File: src/rtl/lobm_pkg.sv
// Shared types and constants for the order book matcher.
// Depends on nothing; imported by lobm_book and the top level.
`timescale 1ns / 1ps
package lobm_pkg;
  typedef enum logic [1:0] {
    ACT_BUY   = 2'd0,
    ACT_SELL  = 2'd1,
    ACT_BID   = 2'd2,
    ACT_OFFER = 2'd3
  } action_t;

  localparam int TOTAL_BITS  = 48;
  localparam int PROFIT_BITS = 32;
  localparam logic [TOTAL_BITS-1:0] TOTAL_MAX = {TOTAL_BITS{1'b1}};
  localparam logic [PROFIT_BITS-1:0] PROFIT_MAX = {PROFIT_BITS{1'b1}};
endpackage

File: src/rtl/lobm_book.sv
// One side of the book: price-time sorted entries held in registers.
// Depends on lobm_pkg; supports pop of the head, head size update, sorted insert.
`timescale 1ns / 1ps
module lobm_book #(
  parameter int BOOK_DEPTH = 16,
  parameter int PRICE_BITS = 16,
  parameter int SIZE_BITS  = 16,
  parameter bit IS_BID     = 1'b1
) (
  input  logic                          clk,
  input  logic                          rst,
  input  logic                          pop,
  input  logic                          upd,
  input  logic [SIZE_BITS-1:0]          upd_size,
  input  logic                          ins,
  input  logic [SIZE_BITS-1:0]          ins_size,
  input  logic [PRICE_BITS-1:0]         ins_price,
  input  logic                          ins_own,
  output logic [SIZE_BITS-1:0]          head_size,
  output logic [PRICE_BITS-1:0]         head_price,
  output logic                          head_own,
  output logic [$clog2(BOOK_DEPTH+1)-1:0] count
);
  import lobm_pkg::*;
  localparam int CW = $clog2(BOOK_DEPTH+1);

  logic [SIZE_BITS-1:0]  sz [BOOK_DEPTH];
  logic [PRICE_BITS-1:0] pr [BOOK_DEPTH];
  logic                  ow [BOOK_DEPTH];
  logic [BOOK_DEPTH-1:0] behind;

  assign head_size  = sz[0];
  assign head_price = pr[0];
  assign head_own   = ow[0];

  // entry i lies at or after the insert point
  always_comb begin
    for (int i = 0; i < BOOK_DEPTH; i++) begin
      if (CW'(i) >= count) behind[i] = 1'b1;
      else if (IS_BID) behind[i] = pr[i] < ins_price;
      else behind[i] = pr[i] > ins_price;
    end
  end

  always_ff @(posedge clk) begin
    if (pop) begin
      for (int i = 0; i < BOOK_DEPTH-1; i++) begin
        sz[i] <= sz[i+1]; pr[i] <= pr[i+1]; ow[i] <= ow[i+1];
      end
    end else if (upd) begin
      sz[0] <= upd_size;
    end else if (ins) begin
      for (int i = 0; i < BOOK_DEPTH; i++) begin
        if (behind[i]) begin
          if (i == 0 || !behind[(i == 0) ? 0 : i-1]) begin
            sz[i] <= ins_size; pr[i] <= ins_price; ow[i] <= ins_own;
          end else begin
            sz[i] <= sz[(i == 0) ? 0 : i-1];
            pr[i] <= pr[(i == 0) ? 0 : i-1];
            ow[i] <= ow[(i == 0) ? 0 : i-1];
          end
        end
      end
    end
  end

  always_ff @(posedge clk) begin
    if (rst) begin
      count <= '0;
    end else if (pop) begin
      count <= count - 1'b1;
    end else if (ins) begin
      count <= count + 1'b1;
    end
  end

  ap_pop: assert property (@(posedge clk) disable iff (rst) pop |-> count != '0)
    else $error("pop of empty book");
  ap_ins: assert property (@(posedge clk) disable iff (rst)
    ins |-> count < CW'(BOOK_DEPTH)) else $error("insert into full book");
  ap_one: assert property (@(posedge clk) disable iff (rst) !(pop && ins))
    else $error("pop and insert together");
endmodule

File: src/rtl/lobm_mult.sv
// Shift-add multiplier shared by all fills; one bit of the size per cycle.
// Depends on nothing outside this file.
`timescale 1ns / 1ps
module lobm_mult #(
  parameter int A_BITS = 16,
  parameter int B_BITS = 16
) (
  input  logic                     clk,
  input  logic                     rst,
  input  logic                     start,
  input  logic [A_BITS-1:0]        a,
  input  logic [B_BITS-1:0]        b,
  output logic                     done,
  output logic [A_BITS+B_BITS-1:0] prod
);
  localparam int CW = $clog2(A_BITS+1);
  logic [A_BITS-1:0]        ar;
  logic [A_BITS+B_BITS-1:0] br;
  logic [CW-1:0]            cnt;
  logic                     busy;

  always_ff @(posedge clk) begin
    if (rst) begin
      busy <= 1'b0;
      done <= 1'b0;
    end else begin
      done <= 1'b0;
      if (start) begin
        busy <= 1'b1;
        ar   <= a;
        br   <= (A_BITS+B_BITS)'(b);
        prod <= '0;
        cnt  <= CW'(A_BITS);
      end else if (busy) begin
        if (ar[0]) prod <= prod + br;
        ar  <= ar >> 1;
        br  <= br << 1;
        cnt <= cnt - 1'b1;
        if (cnt == CW'(1)) begin
          busy <= 1'b0;
          done <= 1'b1;
        end
      end
    end
  end
endmodule

File: src/rtl/limit_order_book_matcher_core.sv
// Top level of the order book matcher: sequencer, two book sides, multiplier.
// Depends on lobm_pkg, lobm_book and lobm_mult.
//
//   channel | signals                                            | dir
//   order   | in_valid, in_stall, action, order_size, order_price | in
//   fill    | out_valid, out_stall, fill_size ... last            | out
//
// One order makes n fills (n up to BOOK_DEPTH); its final beat has last set.
// Each fill: check, shift-add multiply, accumulate, book update.
// Reset clears counts, total profit and the sequencer; book entries stay undefined.
// in_stall is high whenever the sequencer is not idle.
// out_stall holds the pending beat; the sequencer waits before it shows the next one.
`timescale 1ns / 1ps
module limit_order_book_matcher_core #(
  parameter int BOOK_DEPTH = 16,
  parameter int PRICE_BITS = 16,
  parameter int SIZE_BITS  = 16
) (
  input  logic                             clk,
  input  logic                             rst,
  input  logic                             in_valid,
  output logic                             in_stall,
  input  lobm_pkg::action_t                action,
  input  logic [SIZE_BITS-1:0]             order_size,
  input  logic [PRICE_BITS-1:0]            order_price,
  output logic                             out_valid,
  input  logic                             out_stall,
  output logic [SIZE_BITS-1:0]             fill_size,
  output logic [PRICE_BITS-1:0]            fill_price,
  output logic [lobm_pkg::PROFIT_BITS-1:0] fill_profit,
  output logic [lobm_pkg::TOTAL_BITS-1:0]  total_profit,
  output logic                             rested,
  output logic                             dropped,
  output logic                             last
);
  import lobm_pkg::*;
  localparam int CW = $clog2(BOOK_DEPTH+1);
  localparam int PW = SIZE_BITS + PRICE_BITS;
  localparam int XW = (PW > TOTAL_BITS) ? PW : TOTAL_BITS;

  typedef enum logic [5:0] {
    S_IDLE  = 6'b000001,
    S_CHECK = 6'b000010,
    S_MUL   = 6'b000100,
    S_ACC   = 6'b001000,
    S_OUT   = 6'b010000,
    S_FIN   = 6'b100000
  } state_t;

  state_t state;
  logic                   is_bid, own;
  logic [SIZE_BITS-1:0]   rem, fill;
  logic [PRICE_BITS-1:0]  price, diff, st_price;
  logic [PROFIT_BITS-1:0] st_profit, profit_sat;
  logic [CW-1:0]          nfill;
  logic [TOTAL_BITS-1:0]  total, total_next;

  logic [SIZE_BITS-1:0]  b_hs, a_hs, o_hs;
  logic [PRICE_BITS-1:0] b_hp, a_hp, o_hp;
  logic                  b_ho, a_ho, o_ho;
  logic [CW-1:0]         b_cnt, a_cnt, o_cnt, m_cnt;
  logic b_pop, a_pop, b_upd, a_upd, b_ins, a_ins, pop, upd, ins;
  logic [SIZE_BITS-1:0]  upd_size;
  logic                  mstart, mdone;
  logic [PW-1:0]         prod;
  logic                  crosses, hit, out_free, emit;
  logic [PW-1:0]         psum;

  assign o_hs  = is_bid ? a_hs : b_hs;
  assign o_hp  = is_bid ? a_hp : b_hp;
  assign o_ho  = is_bid ? a_ho : b_ho;
  assign o_cnt = is_bid ? a_cnt : b_cnt;
  assign m_cnt = is_bid ? b_cnt : a_cnt;
  assign crosses = is_bid ? (price >= o_hp) : (price <= o_hp);
  assign hit = (rem != '0) && (o_cnt != '0) && (nfill < CW'(BOOK_DEPTH)) && crosses;
  assign out_free = !out_valid || !out_stall;
  assign pop = (state == S_OUT) && (o_hs == fill);
  assign upd = (state == S_OUT) && (o_hs != fill);
  assign upd_size = o_hs - fill;
  assign ins = (state == S_FIN) && out_free && (rem != '0) && (m_cnt < CW'(BOOK_DEPTH));
  assign emit = ((state == S_CHECK) && hit && (nfill != '0) && out_free)
             || ((state == S_FIN) && out_free);
  assign a_pop = pop && is_bid;
  assign b_pop = pop && !is_bid;
  assign a_upd = upd && is_bid;
  assign b_upd = upd && !is_bid;
  assign b_ins = ins && is_bid;
  assign a_ins = ins && !is_bid;
  assign in_stall = (state != S_IDLE);

  lobm_book #(.BOOK_DEPTH(BOOK_DEPTH), .PRICE_BITS(PRICE_BITS),
              .SIZE_BITS(SIZE_BITS), .IS_BID(1'b1)) u_bid (
    .clk, .rst, .pop(b_pop), .upd(b_upd), .upd_size, .ins(b_ins),
    .ins_size(rem), .ins_price(price), .ins_own(own),
    .head_size(b_hs), .head_price(b_hp), .head_own(b_ho), .count(b_cnt));
  lobm_book #(.BOOK_DEPTH(BOOK_DEPTH), .PRICE_BITS(PRICE_BITS),
              .SIZE_BITS(SIZE_BITS), .IS_BID(1'b0)) u_ask (
    .clk, .rst, .pop(a_pop), .upd(a_upd), .upd_size, .ins(a_ins),
    .ins_size(rem), .ins_price(price), .ins_own(own),
    .head_size(a_hs), .head_price(a_hp), .head_own(a_ho), .count(a_cnt));
  lobm_mult #(.A_BITS(SIZE_BITS), .B_BITS(PRICE_BITS)) u_mul (
    .clk, .rst, .start(mstart), .a(fill), .b(diff), .done(mdone), .prod);

  always_comb begin
    psum = (own != o_ho) ? prod : '0;
    if (XW'(psum) > XW'(TOTAL_MAX - total)) total_next = TOTAL_MAX;
    else total_next = total + TOTAL_BITS'(psum);
    profit_sat = (XW'(psum) > XW'(PROFIT_MAX)) ? PROFIT_MAX : PROFIT_BITS'(psum);
  end

  always_ff @(posedge clk) begin
    if (rst) begin
      state     <= S_IDLE;
      out_valid <= 1'b0;
      total     <= '0;
      mstart    <= 1'b0;
    end else begin
      out_valid <= emit || (out_valid && out_stall);
      mstart    <= (state == S_CHECK) && hit && ((nfill == '0) || out_free);
      case (state)
        S_IDLE: begin
          if (in_valid) begin
            is_bid <= (action == ACT_BUY) || (action == ACT_BID);
            own    <= (action == ACT_BUY) || (action == ACT_SELL);
            rem    <= order_size;
            price  <= order_price;
            nfill  <= '0;
            state  <= S_CHECK;
          end
        end
        S_CHECK: begin
          if (!hit) begin
            state <= S_FIN;
          end else if ((nfill == '0) || out_free) begin
            fill  <= (rem < o_hs) ? rem : o_hs;
            diff  <= (price >= o_hp) ? price - o_hp : o_hp - price;
            state <= S_MUL;
            if (nfill != '0) begin
              fill_size    <= fill;
              fill_price   <= st_price;
              fill_profit  <= st_profit;
              total_profit <= total;
              rested       <= 1'b0;
              dropped      <= 1'b0;
              last         <= 1'b0;
            end
          end
        end
        S_MUL: begin
          if (mdone) state <= S_ACC;
        end
        S_ACC: begin
          total     <= total_next;
          st_price  <= o_hp;
          st_profit <= profit_sat;
          state     <= S_OUT;
        end
        S_OUT: begin
          rem   <= rem - fill;
          nfill <= nfill + 1'b1;
          state <= S_CHECK;
        end
        S_FIN: begin
          if (out_free) begin
            if (nfill == '0) begin
              fill_size   <= '0;
              fill_price  <= '0;
              fill_profit <= '0;
            end else begin
              fill_size   <= fill;
              fill_price  <= st_price;
              fill_profit <= st_profit;
            end
            total_profit <= total;
            last    <= 1'b1;
            rested  <= (rem != '0) && (m_cnt < CW'(BOOK_DEPTH));
            dropped <= (rem != '0) && (m_cnt == CW'(BOOK_DEPTH));
            state   <= S_IDLE;
          end
        end
        default: state <= S_IDLE;
      endcase
    end
  end

  ap_stall: assert property (@(posedge clk) disable iff (rst)
    (state == S_IDLE) |-> !in_stall) else $error("idle yet stalled");
  ap_tot: assert property (@(posedge clk) disable iff (rst)
    (state == S_IDLE && !in_valid) |=> $stable(total)) else $error("total moved idle");
  ap_last: assert property (@(posedge clk) disable iff (rst)
    (out_valid && rested) |-> (last && !dropped)) else $error("rested without last");
  ap_hold: assert property (@(posedge clk) disable iff (rst)
    (out_valid && out_stall) |=> (out_valid && $stable(total_profit) && $stable(last)))
    else $error("stalled beat changed");
endmodule
File: config.mk
export PLATFORM = sky130hd
export DESIGN_NAME = limit_order_book_matcher_core
export DESIGN_NICKNAME = d
export VERILOG_FILES = /design/src/rtl/lobm_pkg.sv /design/src/rtl/lobm_book.sv /design/src/rtl/lobm_mult.sv /design/src/rtl/limit_order_book_matcher_core.sv
export SDC_FILE = /design/constraint.sdc
export NUM_CORES = 2
export LEC_CHECK = 0
export BUFFER_PORTS_ARGS = -buffer_cell sky130_fd_sc_hd__buf_2
export CORE_MARGIN = 5
export CORE_UTILIZATION = 50
export CTS_BUF_LIST = sky130_fd_sc_hd__clkbuf_2 sky130_fd_sc_hd__clkbuf_4 sky130_fd_sc_hd__clkbuf_8
export CTS_CLUSTER_SIZE = 20
export DETAILED_ROUTE_END_ITERATION = 6
export GPL_TIMING_DRIVEN = 0
export PLACE_DENSITY = 0.66
export SLEW_MARGIN = 20
export SYNTH_ARGS = -nofsm -noshare
export SYNTH_HDL_FRONTEND = slang
export SYNTH_HIERARCHICAL = 1
export SYNTH_SLANG_ARGS = --single-unit
export TNS_END_PERCENT = 30
File: constraint.sdc
create_clock -name clk -period 8 [get_ports clk]
set_clock_uncertainty 0.1 [all_clocks]
set_input_delay 2.4 -clock clk [delete_from_list [all_inputs] [get_ports clk]]
set_output_delay 2.4 -clock clk [all_outputs]
set_load 0.01 [all_outputs]
==> summary.md <==
TritonCTS built the clock tree. After clock tree synthesis, the repair step resized 0 gates. In this run the vertical extent of the chip is 426 um. The logs give 0 for the max-capacitance violation count and 50.3% for the starting density of the core. The run gives 4.65 mW as the net switching component of the power.

Leading cell type in the layout, fill and taps excluded: edfxtp_1. Average size of a mapped cell: 11.0 sq um. Internal power comes to 12.9 mW. Overall routing resource usage: 31.7%.

The clock transition at the registers of the reported paths came out at 0.06 ns. Kind of path behind the tightest hold check: reg -> reg. The number of nets in the finished design is 8992, and the number of buffers created by CTS is 274.

After synthesis, flip-flops and latches occupy 49.4% of the total area. The initial antenna violation count came out at 9. The post-synthesis cell area was 86300 sq um.

For the number of slew-limit violations in the final report, the log shows 0. The clock drives 1443 sinks. The floorplan core area is 172000 sq um. In the final layout, the share of cells above drive strength 1 is 12.6%.

For the worst setup path, the data arrival time is 8.25 ns. At the placement stage, the worst setup path has a slack of 0.591 ns. Total die area: 181000 sq um. The tools report the combinational share of power as 11.4%. The number of standard cells in the layout, taps in and fillers out was 10800.

Setup repair after global routing left no endpoint under its margin. After global routing the overflow that remains totals 0. The width of the die was 426 um; the post-detailed-route DRC marker count was 3.

In this run, synthesis produced a sequential element count of 1443. The later pin in the worst-skew pair is clocked with a latency of 1.04 ns. The iteration-0 DRC count of the detailed router was 8170. The number of unique standard cell types used by synthesis was 106. Yosys printed 6 warnings. The worst setup slack after layout came out at 0.235 ns. The worst pin sits at a relative slew slack of 14.4%. Entering global routing, the biggest net connects 50 pins. After detailed routing, the number of vias per cell comes to 6.31. The tools report the data required time of the critical path as 8.49 ns. Across the VDD grid, the largest voltage drop is 0.000159 V. The hold buffer count at CTS is 0, and the site row count is 152. The final reports fail on DRC. In the final routed layout, each cell accounts on average for 27.4 um.

155 I/O pins were placed. The first-pass detailed-route iteration total was 7; the detailed placement HPWL was 232000 um. STA classifies the critical path startpoint as a flip-flop.

The wire length reported by the detailed router is 296000 um. The tools report the proportion of power drawn by flip-flops and latches as 48.8%. The net count after synthesis is 8512. The top flip-flop cell by instance count after synthesis was edfxtp_1. For the synthesized netlist cell count, the log shows 7818. At the end of routability-driven placement, the weighted congestion stood at 0.967.

Counting tap cells, the placed design contains a total of 10300 instances. The power density normalized to cell area came out at 182 nW/um^2. Via count of the first global-routing pass: 64900. The layout-stage area growth over the synthesis result is 11.6%, and the port buffer count is 154. The category of the most critical setup path was reg -> reg. The share of the cycle needed by the critical path after routing works out to 97.1%. Of the total power, the share spent switching nets is 26.5%. Summed over all cells, the static leakage comes to 37.0 nW. The tools report the total via count in the routed design as 68100. The wire length of the first global-routing pass was 427000 um; the maximum buffer depth of the clock tree was 4. The clock network burns 39.8% of the power. Endpoint kind of the worst setup timing path: a flip-flop.

The number of hold violations in the final report came out at 0. Counting flops with a built-in enable in the synthesized netlist gives 1375. The count of nets left with antenna violations once routing finished came out at 0.

In the layout the commonest cells are edfxtp_1, nand2_1, ha_1. The slew at the pin closest to its max-slew limit came out at 1.25 ns. The root cell of the clock tree is clkbuf_8.

For the maximum frequency from static timing analysis, the log shows 0.129 GHz. For this run, asynchronously set or reset flops after synthesis account for 0%. The depth of the CTS H-tree was 5. Once the clock tree was built, the setup fixing pass inserted 0 buffers.

The run gives 0 as the number of endpoints failing setup at the final stage. Largest driver fanout on the critical path: 17. The routed design could run at a clock period as short as 7.76 ns.

The flow ran to the end, but the final reports show violations.
worst max-delay path, cell delays in order (launching register included):
cell and delay, ns:
edfxtp_1 0.31, buf_2 0.51, buf_1 0.77, mux2_2 0.50, ha_1 0.41, nand2_1 0.11
nor3_1 0.25, nand3_1 0.36, nor3_2 0.76, clkbuf_1 0.51, clkbuf_1 0.61, buf_1 0.49
clkbuf_1 0.78, a21o_1 0.80
through the flow:
step / hold WS (ns) / area [sq um] / power (mW) / utilization (%) / TNS, ns
2_1_floorplan: 0.332 / 86300 / 9.82 / - / 0
3_3_place_gp: 0.352 / 90000 / 10.5 / 52.4 / -389.16
4_1_cts: 0.385 / 96200 / 17.6 / 56.0 / 0
5_1_grt: 0.389 / 96300 / 18.2 / 56.1 / 0
6_report: 0.380 / 96300 / 17.6 / 56.1 / 0
3_5_place_dp: 0.362 / 91200 / 10.7 / 53.1 / 0
cells in the mapped netlist, types with 60 or more instances:
library cell,instances,area (sq um)
nand2b_1,81,507
mux2i_1,630,6310
nand3_1,74,370
nor2b_1,103,644
buf_4,83,623
nor3_1,122,611
edfxtp_1,1375,41300
ha_1,650,8130
xnor2_1,60,526
dfxtp_1,68,1360
a21oi_1,643,3220
nor2_1,514,1930
clkbuf_1,328,1230
nand4_1,96,601
inv_1,206,773
mux2_2,134,1510
nand2_1,677,2540
o21ai_0,572,2860
a221o_1,341,3410
buf_2,101,505
a21o_1,91,683
and2_1,152,951
kinds of logic after synthesis:
| group | count (synthesis) | synth area share (%) |
|---|---|---|
| adders and majority gates | 656 | 9.56 |
| DFF | 1443 | 49.4 |
| muxes | 779 | 9.25 |
| xor gates and xnor gates | 98 | 0.994 |
| buffers and inverters | 780 | 4.15 |
| and+or+nand+nor | 2024 | 11.2 |
| AOI/OAI and AO/OA | 2038 | 15.4 |
cell type report:
| class | count | area, sq um |
|---|---|---|
| fillers | 14800 | 75400 |
| flip-flops and latches | 1443 | 42700 |
| multi-input cells | 5595 | 40400 |
| clock buffers | 389 | 4720 |
| well taps | 2310 | 2890 |
| plain buffers | 573 | 2810 |
| repair buffers | 204 | 1770 |
| inverters | 207 | 777 |
| clock inverters | 64 | 325 |
| diodes | 11 | 27.5 |
final timing paths:
kind                  from              end  slack (ns)  cells after the start
hold reg to reg   total[7]  total_profit[7]        0.38                      0
setup reg to reg    is_bid   u_bid/pr[0][9]        0.24                     13
setup / recovery    is_bid   u_bid/pr[0][9]        0.24                     13
hold / removal    total[7]  total_profit[7]        0.38                      0
power groups by stage:
stage | Combinational [mW] | Sequential [mW] | Clock [mW]
6_report | 2.01 | 8.57 | 7.00
3_5_place_dp | 1.93 | 8.73 | 0
2_1_floorplan | 1.22 | 8.60 | 0
4_1_cts | 1.94 | 8.57 | 7.11
5_1_grt | 2.17 | 8.56 | 7.48
3_3_place_gp | 1.77 | 8.77 | 0
state kept, by name, indices dropped and copies added (netlist names), 6 cells and up:
signal	flops
rem	16
u_ask/sz	256
st_price	16
u_ask/ow	16
u_bid/pr	256
diff	16
price	16
u_bid/ow	16
fill_price	16
u_ask/pr	256
u_mul/prod	32
fill_size	16
state	6
u_bid/sz	256
total_profit	48
u_mul/ar	16
fill_profit	32
total	48
u_mul/br	32
fill	16
st_profit	32
layer usage:
metal | GRT usage [%] | wire [um]
met1 | 44.2 | 123000
met2 | 46.3 | 124000
met3 | 8.22 | 33600
met4 | 14.2 | 14200
met5 | 0.565 | 147
Note: power is estimated with default switching activity, not from simulation.
